--- src/rtl/assert_macros.svh ---
// Assertion macros for the positional insert/delete list.
// Every macro samples on clk and is disabled while rst is high.
`ifndef ASSERT_MACROS_SVH
`define ASSERT_MACROS_SVH

// Check that expr holds on every clock edge.
`define PIL_ASSERT_ALWAYS(lbl, expr, msg) \
  lbl: assert property (@(posedge clk) disable iff (rst) (expr)) else $error(msg);

// Check that cons holds in the same cycle as ante.
`define PIL_ASSERT_IMPL(lbl, ante, cons, msg) \
  lbl: assert property (@(posedge clk) disable iff (rst) (ante) |-> (cons)) else $error(msg);

// Check that cons holds in the cycle after ante.
`define PIL_ASSERT_NEXT(lbl, ante, cons, msg) \
  lbl: assert property (@(posedge clk) disable iff (rst) (ante) |=> (cons)) else $error(msg);

`endif

--- src/rtl/pil_pkg.sv ---
// Package for the positional insert/delete list: sizes, codes, cell commands
// and element conversion functions. Depends on nothing.
package pil_pkg;

  localparam int CAPACITY  = 16;
  localparam int ELEM_BITS = 32;
  localparam int CNT_BITS  = $clog2(CAPACITY + 1);
  localparam int IDX_BITS  = $clog2(CAPACITY);
  localparam int CMP_BITS  = (CNT_BITS > 5) ? CNT_BITS : 5;

  typedef enum logic [2:0] {
    FN_PUSH_BACK  = 3'd0,
    FN_PUSH_FRONT = 3'd1,
    FN_INSERT     = 3'd2,
    FN_POP_BACK   = 3'd3,
    FN_POP_FRONT  = 3'd4,
    FN_REMOVE     = 3'd5,
    FN_READ       = 3'd6
  } func_t;

  typedef enum logic [1:0] {
    ST_DONE  = 2'd0,
    ST_FULL  = 2'd1,
    ST_EMPTY = 2'd2,
    ST_RANGE = 2'd3
  } status_t;

  typedef enum logic [1:0] {
    CELL_HOLD   = 2'd0,
    CELL_INSERT = 2'd1,
    CELL_REMOVE = 2'd2
  } cell_op_t;

  typedef struct packed {
    cell_op_t            op;
    logic [IDX_BITS-1:0] at;
  } cell_cmd_t;

  typedef struct packed {
    status_t             status;
    logic [CNT_BITS-1:0] held_next;
    logic                rd_en;
    logic [IDX_BITS-1:0] rd_idx;
  } ctrl_res_t;

  function automatic logic [ELEM_BITS-1:0] to_elem(input logic [31:0] v);
    logic [63:0] w;
    w = {32'b0, v};
    return w[ELEM_BITS-1:0];
  endfunction

  function automatic logic [31:0] from_elem(input logic [ELEM_BITS-1:0] e);
    logic [63:0] w;
    w = 64'($signed(e));
    return w[31:0];
  endfunction

endpackage

--- src/rtl/pil_cell.sv ---
// One cell of the list chain: holds one element and loads it, or takes it
// from a neighbouring cell, as the broadcast command asks. Uses pil_pkg.
module pil_cell (
  input  logic                          clk,
  input  pil_pkg::cell_cmd_t            cmd,
  input  logic [pil_pkg::IDX_BITS-1:0]  idx,
  input  logic [pil_pkg::ELEM_BITS-1:0] elem_in,
  input  logic [pil_pkg::ELEM_BITS-1:0] from_lower,
  input  logic [pil_pkg::ELEM_BITS-1:0] from_upper,
  output logic [pil_pkg::ELEM_BITS-1:0] elem
);

  always_ff @(posedge clk) begin
    unique case (cmd.op)
      pil_pkg::CELL_INSERT: begin
        if (idx == cmd.at) begin
          elem <= elem_in;
        end else if (idx > cmd.at) begin
          elem <= from_lower;
        end
      end
      pil_pkg::CELL_REMOVE: begin
        if (idx >= cmd.at) begin
          elem <= from_upper;
        end
      end
      default: begin
      end
    endcase
  end

endmodule

--- src/rtl/pil_ctrl.sv ---
// Request decoder and entry counter for the list: checks full, empty and
// position, and issues the cell command. Uses pil_pkg and assert_macros.svh.
`include "assert_macros.svh"

module pil_ctrl (
  input  logic                     clk,
  input  logic                     rst,
  input  logic                     start,
  input  logic [2:0]               func,
  input  logic [4:0]               pos,
  output pil_pkg::cell_cmd_t       cmd,
  output pil_pkg::ctrl_res_t       res
);

  logic [pil_pkg::CNT_BITS-1:0] held;
  logic [pil_pkg::CMP_BITS-1:0] pos_c;
  logic [pil_pkg::CMP_BITS-1:0] held_c;
  logic                         full;
  logic                         empty;
  pil_pkg::cell_cmd_t           cmd_dec;

  assign pos_c  = pil_pkg::CMP_BITS'(pos);
  assign held_c = pil_pkg::CMP_BITS'(held);
  assign full   = (held == pil_pkg::CNT_BITS'(pil_pkg::CAPACITY));
  assign empty  = (held == '0);

  always_comb begin
    res.status    = pil_pkg::ST_DONE;
    res.held_next = held;
    res.rd_en     = 1'b0;
    res.rd_idx    = pil_pkg::IDX_BITS'(pos);
    cmd_dec.op    = pil_pkg::CELL_HOLD;
    cmd_dec.at    = '0;
    unique case (pil_pkg::func_t'(func))
      pil_pkg::FN_PUSH_BACK: begin
        if (full) begin
          res.status = pil_pkg::ST_FULL;
        end else begin
          cmd_dec.op    = pil_pkg::CELL_INSERT;
          cmd_dec.at    = pil_pkg::IDX_BITS'(held);
          res.held_next = held + pil_pkg::CNT_BITS'(1);
        end
      end
      pil_pkg::FN_PUSH_FRONT: begin
        if (full) begin
          res.status = pil_pkg::ST_FULL;
        end else begin
          cmd_dec.op    = pil_pkg::CELL_INSERT;
          res.held_next = held + pil_pkg::CNT_BITS'(1);
        end
      end
      pil_pkg::FN_INSERT: begin
        if (full) begin
          res.status = pil_pkg::ST_FULL;
        end else if (pos_c > held_c) begin
          res.status = pil_pkg::ST_RANGE;
        end else begin
          cmd_dec.op    = pil_pkg::CELL_INSERT;
          cmd_dec.at    = pil_pkg::IDX_BITS'(pos);
          res.held_next = held + pil_pkg::CNT_BITS'(1);
        end
      end
      pil_pkg::FN_POP_BACK: begin
        if (empty) begin
          res.status = pil_pkg::ST_EMPTY;
        end else begin
          cmd_dec.op    = pil_pkg::CELL_REMOVE;
          cmd_dec.at    = pil_pkg::IDX_BITS'(held - pil_pkg::CNT_BITS'(1));
          res.held_next = held - pil_pkg::CNT_BITS'(1);
        end
      end
      pil_pkg::FN_POP_FRONT: begin
        if (empty) begin
          res.status = pil_pkg::ST_EMPTY;
        end else begin
          cmd_dec.op    = pil_pkg::CELL_REMOVE;
          res.held_next = held - pil_pkg::CNT_BITS'(1);
        end
      end
      pil_pkg::FN_REMOVE: begin
        if (empty) begin
          res.status = pil_pkg::ST_EMPTY;
        end else if (pos_c >= held_c) begin
          res.status = pil_pkg::ST_RANGE;
        end else begin
          cmd_dec.op    = pil_pkg::CELL_REMOVE;
          cmd_dec.at    = pil_pkg::IDX_BITS'(pos);
          res.held_next = held - pil_pkg::CNT_BITS'(1);
        end
      end
      pil_pkg::FN_READ: begin
        if (empty) begin
          res.status = pil_pkg::ST_EMPTY;
        end else if (pos_c >= held_c) begin
          res.status = pil_pkg::ST_RANGE;
        end else begin
          res.rd_en = 1'b1;
        end
      end
      default: begin
      end
    endcase
  end

  always_comb begin
    cmd = cmd_dec;
    if (!start) begin
      cmd.op = pil_pkg::CELL_HOLD;
    end
  end

  always_ff @(posedge clk) begin
    if (rst) begin
      held <= '0;
    end else if (start) begin
      held <= res.held_next;
    end
  end

  `PIL_ASSERT_ALWAYS(a_held_bound, held <= pil_pkg::CNT_BITS'(pil_pkg::CAPACITY), "count above capacity")
  `PIL_ASSERT_NEXT(a_insert_grows, cmd.op == pil_pkg::CELL_INSERT, held == $past(held) + pil_pkg::CNT_BITS'(1), "insert did not add an entry")
  `PIL_ASSERT_NEXT(a_fail_holds, start && res.status != pil_pkg::ST_DONE, $stable(held), "failed request changed the count")

endmodule

--- src/rtl/positional_insert_delete_list.sv ---
// Top level of the positional insert/delete list: a chain of element cells,
// the request decoder and the result register. Uses pil_pkg, pil_ctrl,
// pil_cell and assert_macros.svh.
//
//   channel   ports                          handshake
//   request   func, value, pos               start (taken while busy is low)
//   result    status, count, read_value      done (one cycle, no back-pressure)
//
// One transaction per cycle: busy stays low, and the result of a transaction
// taken at one edge is shown with done in the next cycle.
// Every cell compares its index with the command position and moves in the
// same edge, so the whole chain shifts at once.
// Reset clears the entry count and done; the cell contents are left as they are.
`include "assert_macros.svh"

module positional_insert_delete_list (
  input  logic               clk,
  input  logic               rst,
  input  logic               start,
  output logic               busy,
  input  logic [2:0]         func,
  input  logic signed [31:0] value,
  input  logic [4:0]         pos,
  output logic               done,
  output logic [1:0]         status,
  output logic [4:0]         count,
  output logic signed [31:0] read_value
);

  pil_pkg::cell_cmd_t            cmd;
  pil_pkg::ctrl_res_t            res;
  logic [pil_pkg::ELEM_BITS-1:0] elem_in;
  logic [pil_pkg::ELEM_BITS-1:0] elems [pil_pkg::CAPACITY];
  logic [31:0]                   read_value_next;

  assign busy    = 1'b0;
  assign elem_in = pil_pkg::to_elem(value);

  pil_ctrl u_ctrl (
    .clk   (clk),
    .rst   (rst),
    .start (start),
    .func  (func),
    .pos   (pos),
    .cmd   (cmd),
    .res   (res)
  );

  for (genvar i = 0; i < pil_pkg::CAPACITY; i++) begin : g_cell
    logic [pil_pkg::ELEM_BITS-1:0] lower;
    logic [pil_pkg::ELEM_BITS-1:0] upper;
    if (i == 0) begin : g_first
      assign lower = '0;
    end else begin : g_inner_lo
      assign lower = elems[i-1];
    end
    if (i == pil_pkg::CAPACITY - 1) begin : g_last
      assign upper = '0;
    end else begin : g_inner_hi
      assign upper = elems[i+1];
    end
    pil_cell u_cell (
      .clk        (clk),
      .cmd        (cmd),
      .idx        (pil_pkg::IDX_BITS'(i)),
      .elem_in    (elem_in),
      .from_lower (lower),
      .from_upper (upper),
      .elem       (elems[i])
    );
  end

  always_comb begin
    read_value_next = '0;
    if (res.rd_en) begin
      read_value_next = pil_pkg::from_elem(elems[res.rd_idx]);
    end
  end

  always_ff @(posedge clk) begin
    if (rst) begin
      done <= 1'b0;
    end else begin
      done <= start;
    end
  end

  always_ff @(posedge clk) begin
    if (start) begin
      status     <= res.status;
      count      <= 5'(res.held_next);
      read_value <= read_value_next;
    end
  end

  `PIL_ASSERT_NEXT(a_start_done, start, done, "transaction gave no result")
  `PIL_ASSERT_NEXT(a_idle_quiet, !start, !done, "result without a transaction")
  `PIL_ASSERT_IMPL(a_fail_zero, done && status != pil_pkg::ST_DONE, read_value == '0, "failed transaction returned data")

endmodule

--- config.mk ---
export PLATFORM = sky130hd
export DESIGN_NAME = positional_insert_delete_list
export DESIGN_NICKNAME = d
export VERILOG_FILES = /design/src/rtl/pil_pkg.sv /design/src/rtl/pil_cell.sv /design/src/rtl/pil_ctrl.sv /design/src/rtl/positional_insert_delete_list.sv
export VERILOG_INCLUDE_DIRS = /design/src /design/src/rtl
export SDC_FILE = /design/constraint.sdc
export NUM_CORES = 1
export LEC_CHECK = 0
export BUFFER_PORTS_ARGS = -buffer_cell sky130_fd_sc_hd__buf_2
export CAP_MARGIN = 20
export CORE_MARGIN = 8
export CORE_UTILIZATION = 39
export CTS_CLUSTER_DIAMETER = 120
export CTS_CLUSTER_SIZE = 25
export DETAILED_ROUTE_END_ITERATION = 7
export GPL_TIMING_DRIVEN = 1
export PLACE_DENSITY = 0.53
export SYNTH_ARGS = -nofsm -noshare
export SYNTH_HDL_FRONTEND = slang
export SYNTH_SLANG_ARGS = --single-unit
--- constraint.sdc ---
create_clock -name clk -period 8.6 [get_ports clk]
set_input_delay 0.43 -clock clk [delete_from_list [all_inputs] [get_ports clk]]
set_output_delay 0.43 -clock clk [all_outputs]
set_load 0.02 [all_outputs]
==> results of run 1 <==
==> sequential cells by signal, summed over array words and instances (netlist names) <==
name / count
u_ctrl.held: 5
g_cell.u_cell.elem: 512
count: 5
status: 2
read_value: 32
done: 1
==> where the power goes <==
| group | switching (W) | leakage (nW) | internal (W) |
|---|---|---|---|
| combinational | 0.000708 | 5.45 | 0.000497 |
| sequential | 0.000135 | 5.19 | 0.00328 |
| clock | 0.000904 | 0.342 | 0.000571 |
==> cells in the final DEF (no fill, tap or decap), types with 3 or more instances in the layout <==
master and n:
mux4_2 160, or2_2 5, nor3_1 5, nor4_4 5, nand2b_1 5, nor3b_1 289, nand2_1 174, a32oi_1 5
a21oi_4 9, ha_1 10, a221o_1 288, buf_4 52, a31oi_1 6, a22o_1 33, nor2_1 55, a21o_1 4
nor2_4 9, a211oi_4 3, nand3_1 9, edfxtp_1 551, and3_1 4, o21ai_1 34, inv_1 15, nor2b_1 67
mux2i_1 192, buf_2 80, buf_12 5, a21oi_1 21, o21ai_0 141, o211ai_1 4, clkbuf_16 27, dfxtp_1 6
==> metal layers <==
layer  global-route usage [%]  routed length, um  share of wire [%]  up-vias
met5                        0                 27              0.027        -
met4                     3.61               1400                1.4        4
met3                     2.78               6750                6.8       84
met2                     34.7              47400                 48      898
met1                     30.3              43700                 44    11700
li1                         -                  -                  -     9669
==> area by class of cell <==
class | instances | area (um2)
fillers | 7479 | 47600
flip-flops and latches | 557 | 16700
multi-input cells | 1589 | 14500
well taps | 1070 | 1340
repair buffers | 141 | 948
clock buffers | 29 | 683
inverters | 18 | 68.8
clock inverters | 1 | 16.3
==> cells by family (layout without fill, tap and decap cells) <==
kind of cell / count (synthesis) / in the layout / share of synthesized area (%)
DFF: 557 / 557 / 51.8
AOI/OAI and AO/OA: 579 / 579 / 14.6
and+or+nand+nor: 645 / 645 / 12.2
muxes: 352 / 352 / 17.2
xor gates and xnor gates: 1 / 1 / 0.0272
other: 1 / 1 / 0.0116
adders and majority gates: 11 / 11 / 0.428
buffers and inverters: 293 / 189 / 3.82
==> path summary, 6_finish.rpt <==
check / cells after the start / start / endpoint
worst min register to register: 2 / u_ctrl.held[1] / u_ctrl.held[1]
worst min-delay path: 2 / rst / u_ctrl.held[4]
worst max-delay path: 13 / u_ctrl.held[3] / g_cell[7].u_cell.elem[24]
worst max register to register: 13 / u_ctrl.held[3] / g_cell[7].u_cell.elem[24]
==> critical path, cell delays in order, from the launching register on <==
cell and delay (ns):
dfxtp_1 0.62, inv_1 0.16, ha_1 0.33, a21o_1 0.18
a21oi_1 0.25, o21ai_0 0.31, o21ai_0 0.66, nand3_1 0.25
inv_1 0.15, ha_4 0.67, nor2_1 0.30, nor2_1 0.68
nor2_4 0.28, buf_4 0.41
==> through the flow <==
stage / hold WS, ns / setup slack, ns / std cells / power (W) / utilization (%)
2_1_floorplan: 0.499 / 2.44 / 2439 / 0.00425 / -
3_3_place_gp: 0.556 / 2.74 / 3372 / 0.00465 / 40.9
3_5_place_dp: 0.560 / 2.52 / 3373 / 0.00468 / 41.0
4_1_cts: 0.00941 / 2.89 / 3403 / 0.00614 / 41.8
5_1_grt: 0.0458 / 2.53 / 3405 / 0.00633 / 41.9
6_report: 0.0439 / 2.98 / 3405 / 0.00610 / 41.9
==> flow_summary.json, run 1 <==
{
  "start_util_pct": 39.3,
  "arrival_ns": 5.90,
  "cts-root-buf": "clkbuf_16",
  "seq_area_frac_synth_pct": 51.8,
  "row_count": 105,
  "drtAntennaViolNets": 0,
  "yosysWarnings": 0,
  "dieHeight_um": 303,
  "finalWirelength_mm": 99.3,
  "postPlaceCellArea_um2": 33500,
  "worstMarginPinSlew_ns": 1.02,
  "synth_fp_nets": 2493,
  "yosys.area.top_type": "edfxtp_1",
  "status": "completed",
  "clockBufferDepth": 3,
  "die_x_um": 303,
  "cp_max_fo": 67,
  "hold_class": "input port to register",
  "vias": 22355,
  "cp-end-kind": "register",
  "cp.required_ns": 8.88,
  "synth_edf_count": 551,
  "fin_crit_ns": 5.62,
  "cts_tree": "built",
  "drc_errors": 0,
  "final_layout_size_suffix_gt1_share_pct": 16.6,
  "maxCapViolCount": 0,
  "synth_cell_types": 72,
  "cts_buffers": 26,
  "vdd_drop_max_uv": 149,
  "max_freq_mhz": 178,
  "nNetsFinal": 2387,
  "drt_first_pass_iters": 5,
  "cts_resized": 0,
  "post-cts-setup-buffer-count": 0,
  "synth.most_common_cell": "edfxtp_1",
  "synth_flop_cell": "edfxtp_1",
  "ios": 84,
  "clock_sinks": 557,
  "hpwl_mm": 56.2,
  "synth-seq-cells": 557,
  "synth_area_leaders": "edfxtp_1 51%, mux4_2 11%, a221o_1 9.0%",
  "portBuffers": 82,
  "p_leak_nw": 11.0,
  "place_congestion": 0.841,
  "max_slew_margin_pct": 31.6,
  "hold_violations": 0,
  "slew_violations": 0,
  "drt_iter0_markers": 2461,
  "start_kind": "register",
  "synth_commonest_cells": "551 x edfxtp_1, 289 x nor3b_1, 288 x a221o_1, 192 x mux2i_1, 174 x nand2_1",
  "grt_usage_pct": 21.2,
  "rsz0062_at_grt": "no",
  "grt_pass1_vias": 21645,
  "critPathKind": "register to register",
  "path_clk_slew_ns": 0.12,
  "fp.dieArea_um2": 92000,
  "viasPerCell": 6.57,
  "avgSynthCellArea_um2": 13.2,
  "clock-skew-final_ns": 0.0351,
  "final.setup.tns_ns": 0,
  "syn_area_um2": 32200,
  "antenna_found_initial": 4,
  "power_density_nw_per_um2": 178,
  "synthArstFlopShare_pct": 0,
  "routedWlPerCell_um": 29.2,
  "core_um2": 81800,
  "setup_violations": 0,
  "reg2reg_slack_ns": 2.98,
  "finalCritPeriodShare_pct": 65.3,
  "fin_area_um2": 34300,
  "diodes": 0,
  "syn_inst": 2439,
  "grt_start_max_net_pins": 196,
  "gr-total-overflow": 0,
  "clock_latency_ns": 0.62,
  "grt_pass1_wl_mm": 148,
  "syn_to_final_growth_pct": 6.42,
  "yosys.area.top_type_share_pct": 51.4,
  "cts.htree.levels": 1,
  "cts_hold_buf": 0
}
Note: power is estimated with default switching activity, not from simulation.
==> run 2: changes to the inputs <==
- PLACE_DENSITY: 0.53 -> 0.55
- clock period: 8.6 -> 4.9 ns (I/O delays scaled with it)
==> run 2 against run 1 <==
Net effect:
- routed wire length rose by 3.7%
- count of clock-buffer cells in the layout fell by 1
- clock skew fell by 0.019 ns
- sequential share of layout area fell by 0.64 points
- final area rose by 1.3%
- non-clock buffer count rose by 25
- via count rose by 2.2%
- worst hold slack improved by 0.022 ns
==> flow_summary.json, run 2 (synthesized netlist as in run 1, its figures left out) <==
{
  "drtAntennaViolNets": 0,
  "portBuffers": 82,
  "cp_max_fo": 25,
  "power_density_nw_per_um2": 310,
  "hold_violations": 0,
  "cts-root-buf": "clkbuf_16",
  "viasPerCell": 6.65,
  "drc_errors": 0,
  "cts.htree.levels": 1,
  "die_x_um": 303,
  "maxCapViolCount": 0,
  "reg_top3": "g_cell.u_cell.elem (512), read_value (32)",
  "antenna_found_initial": 3,
  "row_count": 105,
  "cts_resized": 0,
  "start_kind": "register",
  "clock_latency_ns": 0.62,
  "final_common_cell": "edfxtp_1",
  "gr-total-overflow": 0,
  "arrival_ns": 4.76,
  "clock-skew-final_ns": 0.0163,
  "path_clk_slew_ns": 0.10,
  "fin_area_um2": 34700,
  "postPlaceCellArea_um2": 34000,
  "core_um2": 81800,
  "fp.dieArea_um2": 92000,
  "routedWlPerCell_um": 30.0,
  "finalWirelength_mm": 103,
  "clock_sinks": 557,
  "vias": 22838,
  "final_cell_mix": "551 x edfxtp_1, 289 x nor3b_1, 288 x a221o_1",
  "ios": 84,
  "finalCritPeriodShare_pct": 91.8,
  "place_congestion": 0.905,
  "hpwl_mm": 59.0,
  "top_register": "g_cell.u_cell.elem",
  "fillers": 7435,
  "slew_violations": 0,
  "drt_first_pass_iters": 7,
  "setup_violations": 0,
  "cts_tree": "built",
  "start_util_pct": 39.3,
  "max_freq_mhz": 222,
  "hold_class": "input port to register",
  "cp.required_ns": 5.16,
  "final_layout_size_suffix_gt1_share_pct": 17.5,
  "nNetsFinal": 2412,
  "largest_reg_flops": 512,
  "p_leak_nw": 11.2,
  "grt_pass1_wl_mm": 154,
  "vdd_drop_max_uv": 260,
  "clockBufferDepth": 3,
  "cts_buffers": 26,
  "critPathKind": "register to register",
  "grt_usage_pct": 21.9,
  "syn_to_final_growth_pct": 7.84,
  "worstMarginPinSlew_ns": 1.03,
  "max_slew_margin_pct": 31.1,
  "fin_crit_ns": 4.50,
  "grt_start_max_net_pins": 169,
  "rsz0062_at_grt": "no",
  "grt_pass1_vias": 22291,
  "drt_iter0_markers": 2779,
  "dieHeight_um": 303,
  "total_power_w": 0.0108,
  "status": "completed",
  "cp-end-kind": "register"
}
run 2: cell count changes in the layout (fill, tap and decap cells not counted), sizes merged:
cell,delta
buf,+25
clkbuf,-2
clkinv,+2
diode,+2
clkinvlp,+1
dlygate4sd3,+1
inv,-1
run 2: worst max-delay path: stages (launching register included):
cell and delay, ns:
dfxtp_1 0.42, inv_1 0.14, ha_1 0.29, nor4b_4 0.44, inv_2 0.17, ha_1 0.23
nand3_1 0.10, a21oi_2 0.12, or2_2 0.36, o21ai_1 0.45, or2_2 0.24, a21oi_1 0.11
nor2_4 0.38, buf_4 0.65
run 2: worst paths after layout:
kind / start / end / slack, ns / cells past startpoint
worst max-delay path: u_ctrl.held[0] / g_cell[2].u_cell.elem[1] / 0.40 / 13
worst min-delay path: value[17] / g_cell[15].u_cell.elem[17] / 0.07 / 3
worst max register to register: u_ctrl.held[0] / g_cell[2].u_cell.elem[1] / 0.40 / 13
worst min register to register: g_cell[9].u_cell.elem[27] / g_cell[8].u_cell.elem[27] / 0.58 / 2
run 2: metrics by stage:
stage / hold WS [ns] / setup slack (ns) / util [%] / instances / TNS, ns
after global placement: 0.519 / 0.592 / 41.5 / 3399 / 0
after floorplan: 0.314 / -0.140 / - / 2439 / -28.38
after global routing: 0.0618 / 0.209 / 42.4 / 3432 / 0
after detailed placement: 0.526 / 0.506 / 41.5 / 3399 / 0
after CTS: 0.0329 / 0.465 / 42.4 / 3431 / 0
final: 0.0656 / 0.403 / 42.4 / 3433 / 0
run 2: layout make-up:
class                      count  area (um2)  share of cell area (%)
clock buffer                  28         679                    1.96
clock inverter                 3        23.8                  0.0685
timing repair buffer         166        1380                    3.99
tap                         1070        1340                    3.86
inverter                      18        72.6                   0.209
multi-input combinational   1589       14500                    41.9
sequential                   557       16700                    48.0
antenna                        2        5.00                  0.0144
run 2: report_power, final:
group	switching (W)	total [W]	leakage, nW	internal, W
combinational	0.00128	0.00220	5.63	0.000917
sequential	0.000238	0.00599	5.19	0.00575
clock	0.00159	0.00259	0.346	0.00100
run 2: what timing repair did:
action	in CTS	in global routing
setup buffers	0	0
hold buffers	1	0
endpoints found under the hold margin	4	0
run 2: metal layers:
metal | GRT usage [%] | part of all wire [%] | vias up
li1 | - | - | 9734
met1 | 31.6 | 44 | 11931
met2 | 35.3 | 47 | 1021
met3 | 2.59 | 7.0 | 152
met4 | 5.45 | 2.7 | 0
met5 | 0 | 0 | -
